[src/design/aabb_pkg.sv]
`default_nettype none
package aabb_pkg;

  localparam int DEF_MAX_ENTITIES    = 32;
  localparam int DEF_COORD_FRAC_BITS = 4;

  localparam int OWNER_W = 16;
  localparam int COORD_W = 16;
  localparam int MASK_W  = 32;

  localparam logic MODE_ADD   = 1'b0;
  localparam logic MODE_CLEAR = 1'b1;

  typedef logic [1:0] side_t;
  localparam side_t SIDE_LEFT   = 2'd0;
  localparam side_t SIDE_RIGHT  = 2'd1;
  localparam side_t SIDE_TOP    = 2'd2;
  localparam side_t SIDE_BOTTOM = 2'd3;

  typedef enum logic [1:0] {
    ST_IDLE,
    ST_WALK,
    ST_FLUSH
  } state_t;

  typedef struct packed {
    logic [OWNER_W-1:0]        owner;
    logic signed [COORD_W-1:0] min_x;
    logic signed [COORD_W-1:0] min_y;
    logic signed [COORD_W-1:0] max_x;
    logic signed [COORD_W-1:0] max_y;
    logic signed [COORD_W-1:0] vel_x;
    logic signed [COORD_W-1:0] vel_y;
    logic [MASK_W-1:0]         group;
  } entity_t;

  typedef struct packed {
    logic load;
    logic wr_en;
    logic rd_en;
    logic capped;
    logic flush_push;
  } dp_cmd_t;

  typedef struct packed {
    logic advance;
    logic hit_take;
    logic pend_valid;
    logic out_free;
  } dp_stat_t;

endpackage
`default_nettype wire

[src/design/aabb_if.sv]
`default_nettype none
interface aabb_in_if;
  logic        valid;
  logic        ready;
  logic        mode;
  logic [15:0] owner;
  logic signed [15:0] min_x;
  logic signed [15:0] min_y;
  logic signed [15:0] max_x;
  logic signed [15:0] max_y;
  logic signed [15:0] vel_x;
  logic signed [15:0] vel_y;
  logic [31:0] group_mask;
  logic [31:0] filter_mask;

  modport source (
    output valid, mode, owner, min_x, min_y, max_x, max_y, vel_x, vel_y,
           group_mask, filter_mask,
    input  ready
  );
  modport sink (
    input  valid, mode, owner, min_x, min_y, max_x, max_y, vel_x, vel_y,
           group_mask, filter_mask,
    output ready
  );
endinterface

interface aabb_out_if;
  logic        valid;
  logic        ready;
  logic [15:0] first_owner;
  logic [15:0] second_owner;
  logic [1:0]  side;
  logic        last;

  modport source (
    output valid, first_owner, second_owner, side, last,
    input  ready
  );
  modport sink (
    input  valid, first_owner, second_owner, side, last,
    output ready
  );
endinterface
`default_nettype wire

[src/design/aabb_pair_collision_finder.sv]
// aabb_pair_collision_finder: box-overlap collision search for one frame
//
// in_ch carries one item per handshake: mode 0 adds an entity, which is
// tested against every stored entity (stored one first, new one second)
// and then stored if the table has room; mode 1 empties the table.
// out_ch carries one item per hit, in store order of the first entity;
// last marks the final hit of an add item. An add with no hit gives none.
//
// an add item walks the stored entities (up to MAX_ENTITIES) through the
// single read port of the entity memory, one entry per cycle unless a
// stalled out_ch holds the walk. in_ch.ready is high only between items.
// the newest hit is held back one step so last can be set; a stalled
// out_ch holds the walk when a new hit finds both the output and the held hit full,
// and no hit is ever dropped except past the MAX_ENTITIES - 1 cap.
// reset empties the table; stored contents are not cleared, only the
// fill count, so no clearing pass is needed.
`default_nettype none
module aabb_pair_collision_finder import aabb_pkg::*; #(
  parameter int MAX_ENTITIES    = DEF_MAX_ENTITIES,
  parameter int COORD_FRAC_BITS = DEF_COORD_FRAC_BITS
) (
  input  wire logic  clk,
  input  wire logic  rst_n,
  aabb_in_if.sink    in_ch,
  aabb_out_if.source out_ch
);

  localparam int IDX_W = $clog2(MAX_ENTITIES);

  dp_cmd_t          cmd;
  dp_stat_t         stat;
  logic [IDX_W-1:0] wr_addr;
  logic [IDX_W-1:0] rd_addr;
  entity_t          in_ent;

  // pack the incoming entity as it is stored
  assign in_ent.owner = in_ch.owner;
  assign in_ent.min_x = in_ch.min_x;
  assign in_ent.min_y = in_ch.min_y;
  assign in_ent.max_x = in_ch.max_x;
  assign in_ent.max_y = in_ch.max_y;
  assign in_ent.vel_x = in_ch.vel_x;
  assign in_ent.vel_y = in_ch.vel_y;
  assign in_ent.group = in_ch.group_mask;

  // sequencer: fill count, walk index, hit cap
  aabb_ctrl #(
    .MAX_ENTITIES(MAX_ENTITIES)
  ) u_ctrl (
    .clk      (clk),
    .rst_n    (rst_n),
    .in_valid (in_ch.valid),
    .in_mode  (in_ch.mode),
    .in_ready (in_ch.ready),
    .stat     (stat),
    .cmd      (cmd),
    .wr_addr  (wr_addr),
    .rd_addr  (rd_addr)
  );

  // entity memory, pair test, held hit and output register
  aabb_dpath #(
    .MAX_ENTITIES    (MAX_ENTITIES),
    .COORD_FRAC_BITS (COORD_FRAC_BITS)
  ) u_dpath (
    .clk              (clk),
    .rst_n            (rst_n),
    .cmd              (cmd),
    .stat             (stat),
    .wr_addr          (wr_addr),
    .rd_addr          (rd_addr),
    .in_ent           (in_ent),
    .in_filter        (in_ch.filter_mask),
    .out_valid        (out_ch.valid),
    .out_ready        (out_ch.ready),
    .out_first_owner  (out_ch.first_owner),
    .out_second_owner (out_ch.second_owner),
    .out_side         (out_ch.side),
    .out_last         (out_ch.last)
  );

endmodule
`default_nettype wire

[src/design/aabb_ctrl.sv]
`default_nettype none
module aabb_ctrl import aabb_pkg::*; #(
  parameter int MAX_ENTITIES = DEF_MAX_ENTITIES,
  localparam int IDX_W = $clog2(MAX_ENTITIES),
  localparam int CNT_W = $clog2(MAX_ENTITIES + 1)
) (
  input  wire logic             clk,
  input  wire logic             rst_n,
  input  wire logic             in_valid,
  input  wire logic             in_mode,
  output logic                  in_ready,
  input  wire dp_stat_t         stat,
  output dp_cmd_t               cmd,
  output logic [IDX_W-1:0]      wr_addr,
  output logic [IDX_W-1:0]      rd_addr
);

  localparam logic [CNT_W-1:0] CNT_MAX = CNT_W'(MAX_ENTITIES);
  localparam logic [IDX_W-1:0] HIT_CAP = IDX_W'(MAX_ENTITIES - 1);

  state_t           state_r, state_nxt;
  logic [CNT_W-1:0] count_r, count_nxt;
  logic [CNT_W-1:0] idx_r, idx_nxt;
  logic [CNT_W-1:0] walk_len_r, walk_len_nxt;
  logic [IDX_W-1:0] hit_cnt_r, hit_cnt_nxt;
  logic             accept;

  assign accept = (state_r == ST_IDLE) && in_valid;

  // next state
  always_comb begin
    state_nxt = state_r;
    unique case (state_r)
      ST_IDLE: begin
        if (accept && in_mode == MODE_ADD) state_nxt = ST_WALK;
      end
      ST_WALK: begin
        if (idx_r == walk_len_r && stat.advance) state_nxt = ST_FLUSH;
      end
      ST_FLUSH: begin
        if (!stat.pend_valid || stat.out_free) state_nxt = ST_IDLE;
      end
      default: state_nxt = ST_IDLE;
    endcase
  end

  // outputs
  always_comb begin
    in_ready       = 1'b0;
    cmd.load       = 1'b0;
    cmd.wr_en      = 1'b0;
    cmd.rd_en      = 1'b0;
    cmd.flush_push = 1'b0;
    cmd.capped     = (hit_cnt_r == HIT_CAP);
    unique case (state_r)
      ST_IDLE: begin
        in_ready  = 1'b1;
        cmd.load  = accept && in_mode == MODE_ADD;
        cmd.wr_en = accept && in_mode == MODE_ADD && count_r < CNT_MAX;
      end
      ST_WALK: begin
        cmd.rd_en = (idx_r < walk_len_r) && stat.advance;
      end
      ST_FLUSH: begin
        cmd.flush_push = stat.pend_valid && stat.out_free;
      end
      default: ;
    endcase
  end

  assign wr_addr = count_r[IDX_W-1:0];
  assign rd_addr = idx_r[IDX_W-1:0];

  always_comb begin
    count_nxt    = count_r;
    idx_nxt      = idx_r;
    walk_len_nxt = walk_len_r;
    hit_cnt_nxt  = hit_cnt_r;
    if (accept && in_mode == MODE_CLEAR) count_nxt = '0;
    if (cmd.wr_en) count_nxt = count_r + 1'b1;
    if (cmd.load) begin
      idx_nxt      = '0;
      walk_len_nxt = count_r;
      hit_cnt_nxt  = '0;
    end
    if (cmd.rd_en) idx_nxt = idx_r + 1'b1;
    if (stat.hit_take) hit_cnt_nxt = hit_cnt_r + 1'b1;
  end

  always_ff @(posedge clk) begin
    if (!rst_n) begin
      state_r    <= ST_IDLE;
      count_r    <= '0;
      idx_r      <= '0;
      walk_len_r <= '0;
      hit_cnt_r  <= '0;
    end else begin
      state_r    <= state_nxt;
      count_r    <= count_nxt;
      idx_r      <= idx_nxt;
      walk_len_r <= walk_len_nxt;
      hit_cnt_r  <= hit_cnt_nxt;
    end
  end

  a_idle_no_pending: assert property (@(posedge clk) disable iff (!rst_n)
    state_r == ST_IDLE |-> !stat.pend_valid)
    else $error("pending hit left over in idle");

  a_hit_cap: assert property (@(posedge clk) disable iff (!rst_n)
    stat.hit_take |-> hit_cnt_r < HIT_CAP)
    else $error("hit taken beyond cap");

  a_walk_bound: assert property (@(posedge clk) disable iff (!rst_n)
    state_r == ST_WALK |-> idx_r <= walk_len_r && walk_len_r <= CNT_MAX)
    else $error("walk index out of range");

endmodule
`default_nettype wire

[src/design/aabb_dpath.sv]
`default_nettype none
module aabb_dpath import aabb_pkg::*; #(
  parameter int MAX_ENTITIES    = DEF_MAX_ENTITIES,
  parameter int COORD_FRAC_BITS = DEF_COORD_FRAC_BITS,
  localparam int IDX_W = $clog2(MAX_ENTITIES)
) (
  input  wire logic               clk,
  input  wire logic               rst_n,
  input  wire dp_cmd_t            cmd,
  output dp_stat_t                stat,
  input  wire logic [IDX_W-1:0]   wr_addr,
  input  wire logic [IDX_W-1:0]   rd_addr,
  input  wire entity_t            in_ent,
  input  wire logic [MASK_W-1:0]  in_filter,
  output logic                    out_valid,
  input  wire logic               out_ready,
  output logic [OWNER_W-1:0]      out_first_owner,
  output logic [OWNER_W-1:0]      out_second_owner,
  output side_t                   out_side,
  output logic                    out_last
);

  localparam logic signed [COORD_W:0] COORD_ONE = (COORD_W+1)'(1 << COORD_FRAC_BITS);
  localparam logic signed [COORD_W:0] NEG_ONE   = -COORD_ONE;

  entity_t            mem [MAX_ENTITIES];
  entity_t            rd_data_r;
  logic               b_valid_r;
  entity_t            cur_r;
  logic [MASK_W-1:0]  filter_r;

  logic               pend_valid_r;
  logic [OWNER_W-1:0] pend_first_r;
  side_t              pend_side_r;

  logic               out_valid_r;
  logic [OWNER_W-1:0] out_first_r, out_second_r;
  side_t              out_side_r;
  logic               out_last_r;

  entity_t e, s;
  logic    near_l, near_r, near_t, near_b;
  logic    overlap, vel_ok, hit_raw, out_free, advance, push_b;
  side_t   side;

  function automatic logic near_one(input logic signed [COORD_W-1:0] a,
                                    input logic signed [COORD_W-1:0] b);
    logic signed [COORD_W:0] d;
    d = {a[COORD_W-1], a} - {b[COORD_W-1], b};
    return (d < COORD_ONE) && (d > NEG_ONE);
  endfunction

  function automatic logic is_neg(input logic signed [COORD_W-1:0] v);
    return v[COORD_W-1];
  endfunction

  function automatic logic is_pos(input logic signed [COORD_W-1:0] v);
    return !v[COORD_W-1] && (v != '0);
  endfunction

  always_ff @(posedge clk) begin
    if (cmd.wr_en) mem[wr_addr] <= in_ent;
    if (cmd.rd_en) rd_data_r <= mem[rd_addr];
    if (cmd.load) begin
      cur_r    <= in_ent;
      filter_r <= in_filter;
    end
  end

  // stored entity is first, new entity is second
  assign e = rd_data_r;
  assign s = cur_r;

  always_comb begin
    near_l  = near_one(e.min_x, s.max_x);
    near_r  = near_one(e.max_x, s.min_x);
    near_t  = near_one(e.min_y, s.max_y);
    near_b  = near_one(e.max_y, s.min_y);
    overlap = !(e.min_x > s.max_x || e.min_y > s.max_y ||
                e.max_x < s.min_x || e.max_y < s.min_y);
    side    = SIDE_LEFT;
    vel_ok  = 1'b0;
    if (near_l) begin
      side   = SIDE_LEFT;
      vel_ok = is_neg(e.vel_x) || is_pos(s.vel_x);
    end else if (near_r) begin
      side   = SIDE_RIGHT;
      vel_ok = is_pos(e.vel_x) || is_neg(s.vel_x);
    end else if (near_t) begin
      side   = SIDE_TOP;
      vel_ok = is_neg(e.vel_y) || is_pos(s.vel_y);
    end else if (near_b) begin
      side   = SIDE_BOTTOM;
      vel_ok = is_pos(e.vel_y) || is_neg(s.vel_y);
    end
  end

  assign hit_raw  = b_valid_r && !cmd.capped && (e.owner != s.owner) &&
                    ((e.group & filter_r) != '0) && overlap && vel_ok;
  assign out_free = !out_valid_r || out_ready;
  assign advance  = !hit_raw || !pend_valid_r || out_free;
  assign push_b   = hit_raw && advance && pend_valid_r;

  assign stat.advance    = advance;
  assign stat.hit_take   = hit_raw && advance;
  assign stat.pend_valid = pend_valid_r;
  assign stat.out_free   = out_free;

  always_ff @(posedge clk) begin
    if (!rst_n) begin
      b_valid_r    <= 1'b0;
      pend_valid_r <= 1'b0;
      out_valid_r  <= 1'b0;
    end else begin
      if (advance) b_valid_r <= cmd.rd_en;
      if (stat.hit_take) pend_valid_r <= 1'b1;
      else if (cmd.flush_push) pend_valid_r <= 1'b0;
      if (push_b || cmd.flush_push) out_valid_r <= 1'b1;
      else if (out_ready) out_valid_r <= 1'b0;
    end
  end

  always_ff @(posedge clk) begin
    if (stat.hit_take) begin
      pend_first_r <= e.owner;
      pend_side_r  <= side;
    end
    if (push_b || cmd.flush_push) begin
      out_first_r  <= pend_first_r;
      out_second_r <= cur_r.owner;
      out_side_r   <= pend_side_r;
      out_last_r   <= cmd.flush_push;
    end
  end

  assign out_valid        = out_valid_r;
  assign out_first_owner  = out_first_r;
  assign out_second_owner = out_second_r;
  assign out_side         = out_side_r;
  assign out_last         = out_last_r;

  a_single_push: assert property (@(posedge clk) disable iff (!rst_n)
    !(push_b && cmd.flush_push))
    else $error("walk and flush both load the output register");

  a_load_clean: assert property (@(posedge clk) disable iff (!rst_n)
    cmd.load |-> !pend_valid_r && !b_valid_r)
    else $error("new item loaded over work in flight");

  a_read_needs_room: assert property (@(posedge clk) disable iff (!rst_n)
    cmd.rd_en |-> advance)
    else $error("read issued while the test stage is stalled");

endmodule
`default_nettype wire

[src/flat_wrapper.sv]
// flat-port wrapper written by rule: the top's interface ports become plain ports
module aabb_pair_collision_finder_flat import aabb_pkg::*;
#(
  parameter int MAX_ENTITIES    = DEF_MAX_ENTITIES,
  parameter int COORD_FRAC_BITS = DEF_COORD_FRAC_BITS
)
  (clk, rst_n, in_ch_valid, in_ch_mode, in_ch_owner, in_ch_min_x, in_ch_min_y, in_ch_max_x, in_ch_max_y, in_ch_vel_x, in_ch_vel_y, in_ch_group_mask, in_ch_filter_mask, in_ch_ready, out_ch_valid, out_ch_first_owner, out_ch_second_owner, out_ch_side, out_ch_last, out_ch_ready);
  aabb_in_if in_ch_i ();
  aabb_out_if out_ch_i ();
  input  wire logic clk;
  input  wire logic rst_n;
  input wire logic [$bits(in_ch_i.valid)-1:0] in_ch_valid;
  input wire logic [$bits(in_ch_i.mode)-1:0] in_ch_mode;
  input wire logic [$bits(in_ch_i.owner)-1:0] in_ch_owner;
  input wire logic [$bits(in_ch_i.min_x)-1:0] in_ch_min_x;
  input wire logic [$bits(in_ch_i.min_y)-1:0] in_ch_min_y;
  input wire logic [$bits(in_ch_i.max_x)-1:0] in_ch_max_x;
  input wire logic [$bits(in_ch_i.max_y)-1:0] in_ch_max_y;
  input wire logic [$bits(in_ch_i.vel_x)-1:0] in_ch_vel_x;
  input wire logic [$bits(in_ch_i.vel_y)-1:0] in_ch_vel_y;
  input wire logic [$bits(in_ch_i.group_mask)-1:0] in_ch_group_mask;
  input wire logic [$bits(in_ch_i.filter_mask)-1:0] in_ch_filter_mask;
  output wire logic [$bits(in_ch_i.ready)-1:0] in_ch_ready;
  output wire logic [$bits(out_ch_i.valid)-1:0] out_ch_valid;
  output wire logic [$bits(out_ch_i.first_owner)-1:0] out_ch_first_owner;
  output wire logic [$bits(out_ch_i.second_owner)-1:0] out_ch_second_owner;
  output wire logic [$bits(out_ch_i.side)-1:0] out_ch_side;
  output wire logic [$bits(out_ch_i.last)-1:0] out_ch_last;
  input wire logic [$bits(out_ch_i.ready)-1:0] out_ch_ready;
  assign in_ch_i.valid = in_ch_valid;
  assign in_ch_i.mode = in_ch_mode;
  assign in_ch_i.owner = in_ch_owner;
  assign in_ch_i.min_x = in_ch_min_x;
  assign in_ch_i.min_y = in_ch_min_y;
  assign in_ch_i.max_x = in_ch_max_x;
  assign in_ch_i.max_y = in_ch_max_y;
  assign in_ch_i.vel_x = in_ch_vel_x;
  assign in_ch_i.vel_y = in_ch_vel_y;
  assign in_ch_i.group_mask = in_ch_group_mask;
  assign in_ch_i.filter_mask = in_ch_filter_mask;
  assign in_ch_ready = in_ch_i.ready;
  assign out_ch_valid = out_ch_i.valid;
  assign out_ch_first_owner = out_ch_i.first_owner;
  assign out_ch_second_owner = out_ch_i.second_owner;
  assign out_ch_side = out_ch_i.side;
  assign out_ch_last = out_ch_i.last;
  assign out_ch_i.ready = out_ch_ready;
  aabb_pair_collision_finder #(.MAX_ENTITIES(MAX_ENTITIES), .COORD_FRAC_BITS(COORD_FRAC_BITS)) u_core (.clk(clk), .rst_n(rst_n), .in_ch(in_ch_i), .out_ch(out_ch_i));
endmodule
[config.mk]
export PLATFORM = sky130hd
export DESIGN_NAME = aabb_pair_collision_finder_flat
export DESIGN_NICKNAME = d
export VERILOG_FILES = /design/src/design/aabb_pkg.sv /design/src/design/aabb_if.sv /design/src/design/aabb_pair_collision_finder.sv /design/src/design/aabb_ctrl.sv /design/src/design/aabb_dpath.sv /design/src/flat_wrapper.sv
export SDC_FILE = /design/constraint.sdc
export NUM_CORES = 2
export LEC_CHECK = 0
export BUFFER_PORTS_ARGS = -buffer_cell sky130_fd_sc_hd__buf_2
export CAP_MARGIN = 20
export CORE_MARGIN = 5
export CORE_UTILIZATION = 30
export CTS_BUF_LIST = sky130_fd_sc_hd__clkbuf_2 sky130_fd_sc_hd__clkbuf_4 sky130_fd_sc_hd__clkbuf_8
export CTS_CLUSTER_SIZE = 16
export DETAILED_ROUTE_END_ITERATION = 8
export GPL_TIMING_DRIVEN = 0
export RECOVER_POWER = 25
export SLEW_MARGIN = 20
export SYNTH_ARGS = -nofsm -noshare
export SYNTH_HDL_FRONTEND = slang
export SYNTH_MEMORY_MAX_BITS = 65536
export SYNTH_SLANG_ARGS = --single-unit
[constraint.sdc]
create_clock -name clk -period 28.8 [get_ports clk]
set_clock_uncertainty 0.05 [all_clocks]
set_input_delay 4.32 -clock clk [delete_from_list [all_inputs] [get_ports clk]]
set_output_delay 4.32 -clock clk [all_outputs]
set_load 0.02 [all_outputs]
== Yosys cells after proc, flatten, opt, wreduce, memory -nomap -nowiden ==
Memories as Yosys holds them, arrays and structs flattened. A register that Yosys moved wholly into a read port is not among the register bits.
Index checks and enable logic that the tools add are counted.
Cells by class
  add/sub/neg operators: 7
  $lt $le $gt $ge: 14
  equality and inequality tests: 8
  multiplexer cells: 27
  bitwise operators: 2
  reduce and logical (&&, ||, !) cells: 56
Operators by type and width (count)
  $gt 17x5->1 const B: 4
  $lt 17x6->1 const B: 4
  $sub 16x16->17: 4
  $reduce_bool 16->1: 4
  $and 32x32->32: 1
  $gt 16x16->1: 2
  $lt 16x16->1: 2
  $reduce_bool 32->1: 1
  $mux 6: 4
  $logic_and 1x1->1: 22
  $ne 16x16->1: 1
  $mux 1: 14
  $add 6x1->6 const B: 2
  $logic_or 1x1->1: 12
  $mux 2: 6
  $mux 5: 2
  $reduce_bool 2->1: 5
  $logic_not 1->1: 9
  $eq 6x6->1: 1
  $lt 6x6->1: 1
  $lt 6x6->1 const B: 1
  $pmux 2 s3: 1
  $add 5x1->5 const B: 1
  $eq 5x5->1 const B: 1
  8 further kinds: 9
Storage, ports and cells
  flip-flop bits (word level): 225
  RAM bits: 4608
  input port bits: 181
  output and inout bits: 37
  word-level logic and storage cells: 138
  memories: 1
Memories
  u_core.u_dpath.mem: words 32, width 144, read ports 1, clocked after memory_dff 1, write ports 1, line aabb_dpath.sv:26  | entity_t mem [MAX_ENTITIES];

== Longest topological paths before layout ==
  depth in word-level cells: 15
  depth in mapped cells: 17
  depth with buffers taken out: 16

== Modules after synthesis ==
From an unflattened synthesis, not the netlist that was laid out.
Second synthesis, totals
  cells, all modules: 7789
  area total of the unflattened synthesis: 190378.8 um2
By module, submodules not included
  aabb_dpath: instances 1, cells each 7615, area an instance 188929.9 um2, sequential area each 148672.6 um2
  aabb_ctrl: instances 1, cells each 174, area an instance 1448.9 um2, sequential area each 500.5 um2

== Worst setup path after synthesis ==
OpenSTA, ideal clock, no wires.
  path type: input -> register
  from: input port in_ch_valid
  to: memory u_core.u_dpath.mem[15][0] (netlist name) (enable)
  library setup time: 0.652 ns
  arrival: 11.344 ns
  data required time: 28.098 ns
  slack: 16.754 ns
  stages: 6
  buffers on the path: 1
  cell sequence: nand2_1 > or2_2 > clkbuf_1 > nor2_1 > nand2_1 > nor2_1
Between the ends
  cells in the longest elaborated chain, start to end: 6
Ends and longest elaborated chain
  start, declared: line flat_wrapper.sv:12  | input wire logic [$bits(in_ch_i.valid)-1:0] in_ch_valid;
  $logic_and 1x1->1: line aabb_ctrl.sv:28  | assign accept = (state_r == ST_IDLE) && in_valid;
  $logic_and 1x1->1 (2 in series): line aabb_ctrl.sv:59  | cmd.wr_en = accept && in_mode == MODE_ADD && count_r < CNT_MAX;
  $mux 2: line aabb_ctrl.sv:55  | unique case (state_r)
  $mux 1: line aabb_dpath.sv:62  | if (cmd.wr_en) mem[wr_addr] <= in_ent;
  $mux 1 (not written as such): line aabb_dpath.sv:62
  end, declared: line aabb_dpath.sv:26
No other way between the ends.

== Worst setup path in the final report ==
  from: input port in_ch_valid
  to: memory u_core.u_dpath.mem[24][63] (netlist name) (enable)
The elaborated chain is that of the path after synthesis.

==> Implementation_results.wiki <==
{| class="wikitable"
! Metric !! Value
|-
| Flop-to-flop setup slack || 22.36 ns
|-
| Final Worst Setup Slack || between 20 and 25 ns
|-
| Die Width || about 810 um
|-
| Drt first-iter violations || 11.53k
|-
| Worst-skew pair later-pin latency || approximately 1.3 ns
|-
| CTS clock-pin slew for the worst setup and hold paths || roughly 0.060 ns
|-
| Number of max-slew violations in the final report || 77
|-
| Routed Wire Length || 535800 um
|-
| Layout Nets || 9784
|-
| Maximum vdd ir drop || 0.04239 mV
|-
| Vias per cell || a little over 5
|-
| Violated checks || DRC, capacitance limit, slew limit
|-
| Routed Antenna Nets || 0
|-
| Startpoint type of the worst setup path || primary input
|-
| Area of the multi-input gates || 39940 um^2
|-
| Mapped cell area || 190600 um^2
|-
| Distinct cell type count after synthesis || just over 80
|-
| GR Overflow Total || 0
|-
| Timing-limited maximum frequency || 146.3 MHz
|-
| Standby leakage power || around 70 nW
|-
| Count of yosys warnings during synthesis || 0
|-
| Total setup violations reported at the end of the flow || 0
|-
| Yosys reg bits || approximately 5.0k
|-
| Pin slew with the least headroom to its limit || roughly 1.6 ns
|-
| Post-synthesis sequential area ratio || 78.25%
|-
| CP max stage delay || 0.83 ns
|-
| Seq. cell area || approximately 150000 um^2
|-
| Cell at the root of the clock tree || clkbuf_8
|-
| Relative max-transition margin || -7.107%
|-
| Synth async-reset ratio || 0%
|-
| Count of flip-flops with a built-in enable after synthesis || between 4k and 5k
|-
| Flop pwr share || 57.0%
|-
| Die Height || just over 800 um
|-
| Result of the run || complete, but fails checks
|-
| Post-detailed-route wirelength per cell || just under 30 um
|-
| Combinational group share of total power || roughly 1.8%
|-
| Count of standard-cell rows || between 200 and 300
|-
| Share of total power consumed by net switching || roughly a fifth
|-
| Setup crit end kind || flip-flop
|-
| Max-cap violations || 3
|-
| Gp weighted congestion || 0.8516
|-
| Hold bufs inserted after CTS || 0
|-
| Initial antenna violation count || ~120
|-
| Worst-case hold slack || ~0.37 ns
|-
| Worst EP arrival || approximately 7.7 ns
|-
| Int Pwr || approximately 11 mW
|-
| Cell family contributing the most delay on the critical path || simple AND/OR/NAND/NOR gates
|-
| Share of cells above drive strength 1 || between 30 and 40%
|-
| Post-synthesis average cell area || about 23 um^2
|-
| Total negative slack for setup checks || 0 ns
|-
| Most frequent cell on the critical path || buf_16
|-
| Number of global-route vias before repair || about 97k
|-
| DR pass1 iterations || 9
|-
| Clk buf depth || 4
|-
| Most common cell after layout, fill and taps aside || edfxtp_1
|-
| Area added between synthesis and finish || 18.80%
|-
| Fin. Hold Viols || 0
|-
| Number of clock sinks seen by CTS || 4977
|-
| Part of the total power dissipated in the clock network || 41.2%
|-
| Cell-by-cell listing of the critical path || buf_2, nand2_1, or2_2, clkbuf_1, nor2_1, nand2_1, nor2_4, buf_16, buf_16, buf_16, buf_16
|-
| CTS Buf Count || between 700 and 800
|-
| Category of the most critical setup path || primary input to flip-flop
|-
| Global routing usage summed across all routing layers || ~16%
|-
| Slowest CP cell || nor2_4
|-
| Setup repair after global routing missed its margin || false
|-
| Total vias in the final route || around 95k
|-
| Setup Buffers After CTS || 0
|-
| DRC errors left || 4
|-
| Net count after synthesis || around 8.4k
|-
| Global-route wire length before repair || roughly 750000 um
|-
| Critical path buffer and inverter count || 6
|-
| Die outline area || between 600000 and 700000 um^2
|-
| Number of levels the H-tree was split into || 6
|-
| Cells after synthesis || around 8k
|-
| Post-cts repair resize count || 0
|-
| Share of the core filled with cells in the final layout || 35.79%
|-
| Boundary pin count || between 200 and 250
|-
| Clock tree from TritonCTS || built
|-
| Post-detail-place hpwl || 364300 um
|-
| Number of fillers in the final layout || ~57k
|-
| Share of the clock period used by the worst path || 23.73%
|-
| Switching power || around 3 mW
|-
| Initial core utilization || about 30%
|-
| Core Footprint || between 600000 and 700000 um^2
|-
| Most common flop cell mapped by yosys || edfxtp_1
|-
| Power per cell area || approximately 62 nW/um^2
|-
| Min Tclk post-route || 6.833 ns
|-
| Crit-path max FO || 15
|-
| Tightest Hold Check Type || flip-flop to flip-flop
|-
| Maximum number of pins on one net before global-route repair || 65
|-
| PortBufs || roughly 220
|-
| Required time of the critical path || slightly below 30 ns
|-
| Most frequent cells in the layout || edfxtp_1, mux4_2, clkbuf_8
|-
| Post-Place Worst Slack || between 20 and 25 ns
|}
==> worst paths after layout <==
path	cells past startpoint	startpoint	end
worst min register to register	0	u_core.u_dpath.pend_first_r[0]	u_core.u_dpath.out_first_owner[0]
worst max-delay path	11	in_ch_valid	u_core.u_dpath.mem[24][63]
worst max register to register	14	u_core.u_dpath.cur_r[79]	u_core.u_dpath.e[49]
worst min-delay path	0	u_core.u_dpath.pend_first_r[0]	u_core.u_dpath.out_first_owner[0]
==> synthesized netlist by cell type (5+ instances only) <==
| library cell | number | area (um^2) |
|---|---|---|
| xnor2_1 | 33 | 289.0 |
| a31oi_1 | 8 | 50.05 |
| clkbuf_1 | 279 | 1047 |
| o21ai_0 | 33 | 165.2 |
| nor3_1 | 32 | 160.2 |
| o21bai_1 | 6 | 45.04 |
| a211oi_1 | 24 | 180.2 |
| o31ai_1 | 8 | 60.06 |
| a21o_1 | 21 | 157.7 |
| xor2_1 | 14 | 122.6 |
| o221ai_1 | 5 | 43.79 |
| a21oi_1 | 80 | 400.4 |
| nor4_1 | 18 | 112.6 |
| inv_1 | 93 | 349.1 |
| nor3b_1 | 5 | 37.54 |
| nand3b_1 | 7 | 52.55 |
| o21ai_1 | 7 | 35.03 |
| or3_1 | 10 | 62.56 |
| a22oi_1 | 19 | 142.6 |
| mux2i_1 | 7 | 70.07 |
| mux4_2 | 1440 | 32430 |
| buf_1 | 100 | 375.4 |
| o2111ai_1 | 6 | 52.55 |
| nand2_1 | 499 | 1873 |
| edfxtp_1 | 4949 | 148600 |
| nand3_1 | 36 | 180.2 |
| ha_1 | 77 | 963.4 |
| and3_1 | 10 | 62.56 |
| or2_2 | 7 | 43.79 |
| nor2_1 | 85 | 319.1 |
| or4_1 | 7 | 52.55 |
| and2_1 | 5 | 31.28 |
| nand2b_1 | 16 | 100.1 |
| dfxtp_1 | 28 | 560.5 |
| nand4_1 | 23 | 143.9 |
| o21a_1 | 18 | 135.1 |
| o211ai_1 | 16 | 120.1 |
| a211o_1 | 6 | 52.55 |
| nor2b_1 | 15 | 93.84 |
==> worst register-to-register path, delay by kind of cell, from the launching register on <==
family,cells,cell delay [ns]
flops,1,0.34
buf+inv,3,0.52
simple gates,4,1.52
compound gates,6,2.97
fa+ha+maj,1,0.45
==> registers in the layout, indices dropped and copies added (netlist names), 6 cells and up <==
register / flops
u_core.u_dpath.e: 144
u_core.u_dpath.out_first_owner: 16
u_core.u_dpath.filter_r: 32
u_core.u_dpath.pend_first_r: 16
u_core.u_ctrl.walk_len_r: 6
u_core.u_ctrl.count_r: 6
u_core.u_dpath.out_second_owner: 16
u_core.u_ctrl.idx_r: 6
u_core.u_dpath.mem: 4608
u_core.u_dpath.cur_r: 112
==> area by class of cell <==
cell class	instances	area share, %
antenna	55	0.06077
buffer	384	0.7227
clock buffer	1030	5.580
clock inverter	350	1.035
inverter	94	0.1613
multi-input combinational	2683	17.64
sequential	4977	65.87
tap	8379	4.629
timing repair buffer	608	4.306
==> cells by family after synthesis <==
kind of cell | after synthesis | synth area share (%)
adders and majority gates | 81 | 0.5474
and+or+nand+nor | 801 | 1.867
xor gates and xnor gates | 47 | 0.2159
muxes | 1452 | 17.09
DFF | 4977 | 78.25
AOI/OAI and AO/OA | 302 | 1.080
buffers and inverters | 478 | 0.9510
==> power by group through the flow <==
stage	clock network [mW]	registers [mW]	logic, mW
2_1_floorplan	0	8.16	0.0931
3_3_place_gp	0	8.17	0.234
5_1_grt	6.26	8.01	0.280
4_1_cts	5.93	8.01	0.263
3_5_place_dp	0	8.16	0.263
6_report	5.79	8.01	0.260
==> metal layers <==
layer	global-route usage, %	share of wire [%]
met1	20.44	38
met2	26.51	49
met3	3.738	9.3
met4	6.173	4.1
met5	0	0.075
==> metrics by stage <==
step	power (mW)	area (um^2)	cells
3_3_place_gp	8.403	202200	16730
2_1_floorplan	8.249	190600	8138
4_1_cts	14.19	226400	18500
6_report	14.06	226500	18560
5_1_grt	14.55	226300	18510
3_5_place_dp	8.420	211400	17120
(Power assumes the default switching activity.)
